--- src/rtl/core/lfir_pkg.sv ---
`default_nettype none

package lfir_pkg;

   // kernel length and memory address width
   localparam int TAPS       = 1024;
   localparam int TAP_ADDR_W = $clog2(TAPS);

   // field widths
   localparam int TAP_IDX_W = 10;
   localparam int SAMPLE_W  = 16;
   localparam int PROD_W    = 2 * SAMPLE_W;
   localparam int ACC_W     = 48;
   localparam int FRAC_W    = 15;

   // width wide enough to compare a tap index against TAPS itself
   localparam int TAP_CMP_W = ((TAP_IDX_W > TAP_ADDR_W) ? TAP_IDX_W : TAP_ADDR_W) + 1;

   // last memory address
   localparam logic [TAP_ADDR_W-1:0] TAP_LAST = TAP_ADDR_W'(TAPS - 1);

   // item mode codes
   localparam logic MODE_LOAD   = 1'b0;
   localparam logic MODE_SAMPLE = 1'b1;

   // saturation limits, output and accumulator scale
   localparam logic [SAMPLE_W-1:0] SAMPLE_MAX = {1'b0, {(SAMPLE_W-1){1'b1}}};
   localparam logic [SAMPLE_W-1:0] SAMPLE_MIN = {1'b1, {(SAMPLE_W-1){1'b0}}};
   localparam logic signed [ACC_W-1:0] ACC_SAT_MAX = ACC_W'((2 ** (SAMPLE_W-1)) - 1);
   localparam logic signed [ACC_W-1:0] ACC_SAT_MIN = ACC_W'(-(2 ** (SAMPLE_W-1)));

   // sequencer to multiply-accumulate
   typedef struct packed {
      logic start;
      logic vld;
      logic last;
   } lfir_mac_ctl_type;

   // multiply-accumulate result
   typedef struct packed {
      logic                res_vld;
      logic [SAMPLE_W-1:0] filtered;
      logic                clipped;
   } lfir_mac_sts_type;

endpackage

`default_nettype wire

--- src/rtl/core/lfir_mac.sv ---
`default_nettype none

module lfir_mac
   import lfir_pkg::*;
(
   input  wire logic                clock,
   input  wire logic                reset,
   input  wire lfir_mac_ctl_type    ctl,
   input  wire logic [SAMPLE_W-1:0] tap,
   input  wire logic [SAMPLE_W-1:0] sample,
   output lfir_mac_sts_type         sts
);

   logic signed [PROD_W-1:0] prod_ff, prod_in;
   logic signed [ACC_W-1:0]  acc_ff, acc_in;
   logic                     p_vld_ff, p_last_ff;
   logic                     res_vld_ff, res_vld_in;
   logic signed [ACC_W-1:0]  quot;
   logic                     clip_hi, clip_lo;

   // product stage
   assign prod_in = $signed(tap) * $signed(sample);

   // accumulate stage, cleared when a new sample item starts
   always_comb begin
      acc_in     = acc_ff;
      res_vld_in = res_vld_ff;
      if (ctl.start) begin
         acc_in     = '0;
         res_vld_in = 1'b0;
      end else if (p_vld_ff) begin
         acc_in = acc_ff + {{(ACC_W-PROD_W){prod_ff[PROD_W-1]}}, prod_ff};
         if (p_last_ff) begin
            res_vld_in = 1'b1;
         end
      end
   end

   always_ff @(posedge clock) begin
      if (reset) begin
         p_vld_ff   <= 1'b0;
         p_last_ff  <= 1'b0;
         res_vld_ff <= 1'b0;
      end else begin
         p_vld_ff   <= ctl.vld;
         p_last_ff  <= ctl.last;
         res_vld_ff <= res_vld_in;
      end
   end

   always_ff @(posedge clock) begin
      prod_ff <= prod_in;
      acc_ff  <= acc_in;
   end

   // floor shift and saturation of the finished sum
   assign quot    = acc_ff >>> FRAC_W;
   assign clip_hi = quot > ACC_SAT_MAX;
   assign clip_lo = quot < ACC_SAT_MIN;

   always_comb begin
      sts.res_vld = res_vld_ff;
      sts.clipped = clip_hi | clip_lo;
      if (clip_hi) begin
         sts.filtered = SAMPLE_MAX;
      end else if (clip_lo) begin
         sts.filtered = SAMPLE_MIN;
      end else begin
         sts.filtered = quot[SAMPLE_W-1:0];
      end
   end

endmodule

`default_nettype wire

--- config.mk ---
export PLATFORM = sky130hd
export DESIGN_NAME = lfir_mac
export DESIGN_NICKNAME = d
export VERILOG_FILES = /design/src/rtl/core/lfir_pkg.sv /design/src/rtl/core/lfir_mac.sv
export SDC_FILE = /design/constraint.sdc
export NUM_CORES = 1
export LEC_CHECK = 0
export BUFFER_PORTS_ARGS = -buffer_cell sky130_fd_sc_hd__buf_2
export CORE_ASPECT_RATIO = 0.6
export CORE_MARGIN = 2
export CORE_UTILIZATION = 30
export DETAILED_ROUTE_END_ITERATION = 8
export GPL_TIMING_DRIVEN = 0
export PLACE_DENSITY = 0.52
export SETUP_SLACK_MARGIN = 0.5
export SLEW_MARGIN = 15
export SYNTH_ARGS = -nofsm -noshare
export SYNTH_HDL_FRONTEND = slang
export SYNTH_SLANG_ARGS = --single-unit
--- constraint.sdc ---
create_clock -name clock -period 17.52 [get_ports clock]
set_input_delay 0.876 -clock clock [delete_from_list [all_inputs] [get_ports clock]]
set_output_delay 0.876 -clock clock [all_outputs]
set_load 0.01 [all_outputs]
==> out/qor.yml, run 1 <==
finClkSkew_ns: 0.006642
required_ns: 17.78
yosys.area.top_type_share: 0.3453
cts_tree: "done"
track_usage: 0.1724
final_common_cell: "inv_1"
start_kind: "primary input"
tightest_slew_ns: 0.9447
grt_overflow_total: 0
synth_ff_type: "dfxtp_1"
finalCritPeriodShare: 0.4328
worst_path_most_repeated_cell: "fa_1"
clockBufferDepth: 2
dp_hpwl_um: 35970
finalSetupViolCount: 0
yosysSeqAreaShare: 0.1090
drt_pass1_iterations: 5
gp_congestion: 0.9322
vias: 11790
fp.dieW_um: 295.1
final_cell_mix: "inv_1, fa_1, nand2_1, and2_1, ha_1"
path_buf_inv: 7
rows: 63
die_h_um: 178.6
ant_nets: 0
end_kind: "register"
crit_family: "adder cells"
cp_slowest_cell: "clkbuf_1"
drcViolationCount: 0
path_class: "in2reg"
initial_core_util: 0.3061
synthArstFlopShare: 0
avgViaCountPerCell: 4.757
cts_root_buf: "clkbuf_16"
rsz0062_at_grt: "no"
cts.repair.resized: 0
grt_pass1_vias: 12540
max_freq_mhz: 131.9
setup_tns_ns: 0
die_area_mm2: 0.05271
cp_max_fo: 10
status: "completed"
clock_latency_ns: 0.36
max-cap-violations: 0
syn_area_mm2: 0.01525
hold_class: "reg2reg"
hold_violations: 0
antenna_found_initial: 0
areaGrowthSynthToFinish_pct: 9.387
arrival_ns: 7.85
drt_iter0_markers: 676
yosysTopAreaCell: "fa_1"
synth_area_leaders: "fa_1, dfxtp_1, ha_1"
fillers: 5261
max_slew_margin: 0.3693
avgSynthCellArea_um2: 8.840
coreArea_mm2: 0.04982
slew_violations: 0
clk_pin_slew_ns: 0.07
crit_chain: "buf_2, clkbuf_1, nand2_1, fa_1, inv_1, fa_1, inv_1, fa_1, inv_1, fa_1, fa_1, inv_1, fa_1, inv_1, ha_1, or4_1, a221oi_1, o311ai_1, o211ai_1, o2111a_1, o21ai_0, a21oi_1, xnor2_1"
boundaryPins: 55
synth_cell_type_count: 81
synth_edf_count: 0
min_period_ns: 7.583
drive_above_1_share: 0.06351
routedWlPerCell_um: 17.04
port_buffers: 54
synth_fp_nets: 2154
postCtsHoldBufs: 0
htreeDepth: 3
cts_made_buffers: 9
grt_max_degree: 19
grt_first_pass_wirelength_um: 69120
yosysWarnings: 0
slowest_delay_ns: 0.59
layout.nets: 2219
clock-sinks: 83
wl_um: 42240
ys_ff_latch: 83
post-cts-setup-buffers: 0
syn_inst: 1725
## tightest hold or removal path: stages, from the launching register on
cell	delay (ns)
dfxtp_1	0.32
nand2b_1	0.07
a21oi_1	0.05
## stage by stage
step	utilization	cells	hold slack (ns)	area (um2)	worst slack, ns
6_report	0.3348	2479	0.4872	16680	9.937
5_1_grt	0.3347	2477	0.5201	16670	9.613
4_1_cts	0.3347	2477	0.4891	16670	9.900
3_5_place_dp	0.3286	2461	0.4794	16370	9.528
3_3_place_gp	0.3286	2461	0.4730	16370	9.648
2_1_floorplan	-	1725	0.4495	15250	10.85
## flip-flops by register name, summed over array words and instances, names as in the netlist
| register | count |
|---|---|
| res_vld_ff | 1 |
| acc_ff | 48 |
| p_last_ff | 1 |
| prod_ff | 32 |
| p_vld_ff | 1 |
## final timing paths
check,cells after the start,endpoint,slack (ns),from
worst max-delay path,23,prod_ff[31]$_DFF_P_,9.94,tap[5]
worst min-delay path,2,acc_ff[5]$_SDFFE_PP0P_,0.49,acc_ff[5]$_SDFFE_PP0P_
worst max register to register,10,acc_ff[47]$_SDFFE_PP0P_,13.93,prod_ff[31]$_DFF_P_
worst min register to register,2,acc_ff[5]$_SDFFE_PP0P_,0.49,acc_ff[5]$_SDFFE_PP0P_
## area by class of cell
class / instances / area (um2) / share of cell area
plain buffers: 61 / 322.8 / 0.01935
well taps: 682 / 853.3 / 0.05116
flip-flops and latches: 83 / 1662 / 0.09962
clock inverters: 7 / 77.57 / 0.004651
clock buffers: 9 / 225.2 / 0.01350
diodes: 2 / 5.005 / 0.0003001
repair buffers: 54 / 270.3 / 0.01620
inverters: 342 / 1284 / 0.07696
multi-input cells: 1239 / 11980 / 0.7183
## cell usage after synthesis, types with 30 or more instances
cell        n
a21o_1     30
a21oi_1    70
and2_1    130
clkbuf_1   44
dfxtp_1    83
fa_1      263
ha_1      129
inv_1     342
mux2i_1    30
nand2_1   191
nor2_1     79
o21ai_0    34
xnor2_1    53
## cell families after synthesis
kind of cell | after synthesis | synth area share
AOI/OAI and AO/OA | 240 | 0.1104
DFF | 83 | 0.1090
muxes | 32 | 0.02117
xor gates and xnor gates | 72 | 0.04136
buffers and inverters | 403 | 0.1054
adders and majority gates | 392 | 0.4511
and+or+nand+nor | 503 | 0.1616
## metal layers
metal  wire length [um]  track usage
met1              20620       0.2424
met2              17200       0.2550
met3               3489      0.05507
met4                908      0.04167
met5                 24     0.003752
Power of run 1 is not shown: default switching activity piles up to over one toggle a cycle in this logic, so the estimate is an artifact.
==> run 2: changes to the inputs <==
--- a/config.mk
+++ b/config.mk
@@ -5,13 +5,14 @@
 export SDC_FILE = /design/constraint.sdc
 export NUM_CORES = 1
 export LEC_CHECK = 0
+export ABC_AREA = 1
 export BUFFER_PORTS_ARGS = -buffer_cell sky130_fd_sc_hd__buf_2
 export CORE_ASPECT_RATIO = 0.6
 export CORE_MARGIN = 2
 export CORE_UTILIZATION = 30
 export DETAILED_ROUTE_END_ITERATION = 8
 export GPL_TIMING_DRIVEN = 0
-export PLACE_DENSITY = 0.52
+export PLACE_DENSITY = 0.53
 export SETUP_SLACK_MARGIN = 0.5
 export SLEW_MARGIN = 15
 export SYNTH_ARGS = -nofsm -noshare
==> constraint.sdc (replaced) <==
create_clock -name clock -period 6.3 [get_ports clock]
set_input_delay 0.315 -clock clock [delete_from_list [all_inputs] [get_ports clock]]
set_output_delay 0.315 -clock clock [all_outputs]
set_load 0.01 [all_outputs]
==> run 2 against run 1 <==
Against the previous run:
- synthesized cell count increased by 45%
- register-to-register slack got worse by 11 ns
- routed wire length increased by 37%
- synthesized area up 12%
- non-clock buffer count decreased by 2
- flip-flop and latch count did not move
- die area rose by 12%
- via count is 31% higher
- sequential share of layout area is 1.2 points lower
- critical path depth down 1
- worst setup slack lost 9.3 ns
- critical endpoint is now prod_ff[27]$_DFF_P_
==> out/qor.yml, run 2 <==
grt_max_degree: 18  # -1
synth_top_family_by_area: "adder cells"
gp_congestion: 1.006  # +8.0%
end_kind: "register"
yosysTopAreaCell: "fa_1"
yosys.area.top_type_share: 0.3072  # -0.03807
max-cap-violations: 0  # unchanged
dp_hpwl_um: 50940  # +42%
layout.nets: 2968  # +34%
synth_ff_type: "dfxtp_1"
crit_chain: "clkbuf_2, buf_6, nand2_1, fa_1, inv_1, fa_1, fa_1, fa_1, fa_1, inv_1, fa_1, inv_1, ha_2, nand2_1, inv_1, nand2_1, nor3_4, nand4_1, nand3_2, nand2_1, nand2_1, xor2_1"
postCtsHoldBufs: 0  # unchanged
antenna_found_initial: 1  # +1
die_area_mm2: 0.05912  # +12%
final_common_cell: "inv_1"
grt_overflow_total: 0  # unchanged
synth_most_common_cell: "inv_1"
avgSynthCellArea_um2: 6.874  # -22%
clk_pin_slew_ns: 0.08  # about the same
coreArea_mm2: 0.05617  # +13%
cts_root_buf: "clkbuf_16"
clock-sinks: 83  # unchanged
cts_made_buffers: 9  # unchanged
fp.dieW_um: 312.6  # +5.9%
synthArstFlopShare: 0  # unchanged
worst_hold_slack_ns: 0.1149  # -0.3723 ns
final_cell_mix: "inv_1, nand2_1, fa_1, nor2_1, ha_1"
synth_cell_type_count: 46  # -43%
path_class: "in2reg"
max_freq_mhz: 176.6
hold_violations: 0  # unchanged
required_ns: 6.61  # -11.17 ns
yosys.area_share.simple: 0.2227  # +0.06111
multi_input_area_mm2: 0.01267  # +5.7%
gr-usage-met2: 0.2496  # -0.005384
setup_tns_ns: 0  # unchanged
rsz0062_at_grt: "no"
fillers: 6141  # +17%
synth_fa_ha_area_frac: 0.4014  # -0.04973
drcViolationCount: 0  # unchanged
synth_fp_nets: 2922  # +36%
finalCritPeriodShare: 0.8989
hold_class: "in2reg"
drt_pass1_iterations: 7  # +2
cp_max_fo: 10  # unchanged
grt_pass1_vias: 15460  # +23%
synth_xor_area_frac: 0.02760  # -0.01376
status: "completed"
synth_area_leaders: "fa_1, inv_1, nand2_1"
min_period_ns: 5.663
start_kind: "primary input"
drive_above_1_share: 0.07311  # +0.009603
synth_edf_count: 0  # unchanged
cp_slowest_cell: "fa_1"
yosysSeqAreaShare: 0.09696  # -0.01201
ys_ff_latch: 83  # unchanged
grt.busiest_layer: "met1"
cts_tree: "done"
worst_path_most_repeated_cell: "fa_1"
syn_inst: 2493  # +45%
synth_compound_area_frac: 0.07534  # -0.03510
tightest_slew_ns: 1.068  # +0.1237 ns
regMostFlops: "acc_ff"
avgViaCountPerCell: 4.674  # -1.7%
vias: 15440  # +31%
areaGrowthSynthToFinish_pct: 11.09
grt_first_pass_wirelength_um: 90330  # +31%
finClkSkew_ns: 0.01559  # +0.008946 ns
synthMuxAreaShare: 0  # -0.02117
routedWlPerCell_um: 17.57  # +3.1%
syn_area_mm2: 0.01714  # +12%
initial_core_util: 0.3051  # -0.0009593
slew_violations: 0  # unchanged
track_usage: 0.2030  # +0.03064
arrival_ns: 5.97  # -1.88 ns
yosysWarnings: 0  # unchanged
gr-usage-met3: 0.08335  # +0.02828
regArea_mm2: 0.001662  # unchanged
max_slew_margin: 0.2877  # -0.08158
wl_um: 58060  # +37%
drt_iter0_markers: 1432  # +110%
clockBufferDepth: 2  # unchanged
die_h_um: 189.1  # +5.9%
slowest_delay_ns: 0.55  # -0.04 ns
top_regs: "acc_ff: 48 flops, prod_ff: 32 flops"
largest_register_ffs: 48  # unchanged
final_util: 0.3390  # +0.004147
ant_nets: 0  # unchanged
ys_top_cells_by_count: "inv_1, nand2_1, fa_1"
grt_use_met1: 0.3227  # +0.08031
htreeDepth: 3  # unchanged
boundaryPins: 55  # unchanged
port_buffers: 26  # -52%
rows: 67  # +6.3%
clock_latency_ns: 0.38  # +0.02 ns
finalSetupViolCount: 0  # unchanged
==> run 2: cell count changes in the layout (fill, tap and decap cells not counted), sizes merged, moves of 39 or more <==
cell,before,now
and2,130,3
nand3,20,83
nand2,191,621
xnor2,53,14
o21ai,39,82
inv,343,726
a21oi,73,115
nor2,79,159
==> run 2: through the flow <==
stage / setup WS [ns] / cells / area [um2]
final: 0.6368 / 3304 / 19040
after global routing: 0.5000 / 3303 / 19040
after CTS: 0.4621 / 3296 / 18720
after detailed placement: -0.8065 / 3278 / 18220
after global placement: -0.7949 / 3278 / 18220
after floorplan: 0.5021 / 2493 / 17140
==> run 2: layer usage <==
metal | routed length [um] | vias to the layer above | share of wire
met5 | 0 | - | 0
met4 | 567 | 0 | 0.0098
met3 | 7522 | 38 | 0.13
met2 | 19900 | 600 | 0.34
met1 | 30060 | 7414 | 0.52
li1 | - | 7392 | -
==> run 2: what timing repair did <==
action	4_1_cts	5_1_grt
endpoints found under the setup margin	19	15
pin swaps	1	17
gates resized for setup	85	116
endpoints found under the hold margin	0	0
setup buffers	2	7
==> run 2: critical path: cells and delay by family <==
family                     cells  cell delay (ns)
adders and majority gates      7             3.54
and+or+nand+nor                8             1.19
buffers and inverters          6             0.77
xor gates and xnor gates       1             0.15
==> run 2: area by class of cell <==
type                    instances  area share
plain buffers                  78     0.02800
diodes                          1   0.0001314
inverters                     722      0.1425
well taps                     759     0.04988
clock buffers                   9     0.01183
flip-flops and latches         83     0.08728
multi-input cells            1610      0.6653
repair buffers                 35     0.01071
clock inverters                 7    0.004272
==> run 2: worst paths after layout <==
kind | from | endpoint | slack (ns) | cells after the start
hold / removal | reset | p_last_ff$_SDFF_PP0_ | 0.11 | 2
setup reg to reg | prod_ff[0]$_DFF_P_ | acc_ff[40]$_SDFFE_PP0P_ | 3.06 | 15
setup / recovery | tap[7] | prod_ff[27]$_DFF_P_ | 0.64 | 22
hold reg to reg | acc_ff[0]$_SDFFE_PP0P_ | acc_ff[0]$_SDFFE_PP0P_ | 0.51 | 2
==> run 2: kinds of logic (layout without fill, tap and decap cells) <==
kind of cell             count (synthesis)  count (layout)
other                                    0               1
AND/OR/NAND/NOR                        930             930
buffers and inverters                  800             851
XOR/XNOR                                54              54
flip-flops                              83              83
AO/OA/AOI/OAI                          234             234
adder cells (fa/ha/maj)                392             392
Power of run 2 is left out for the same reason.
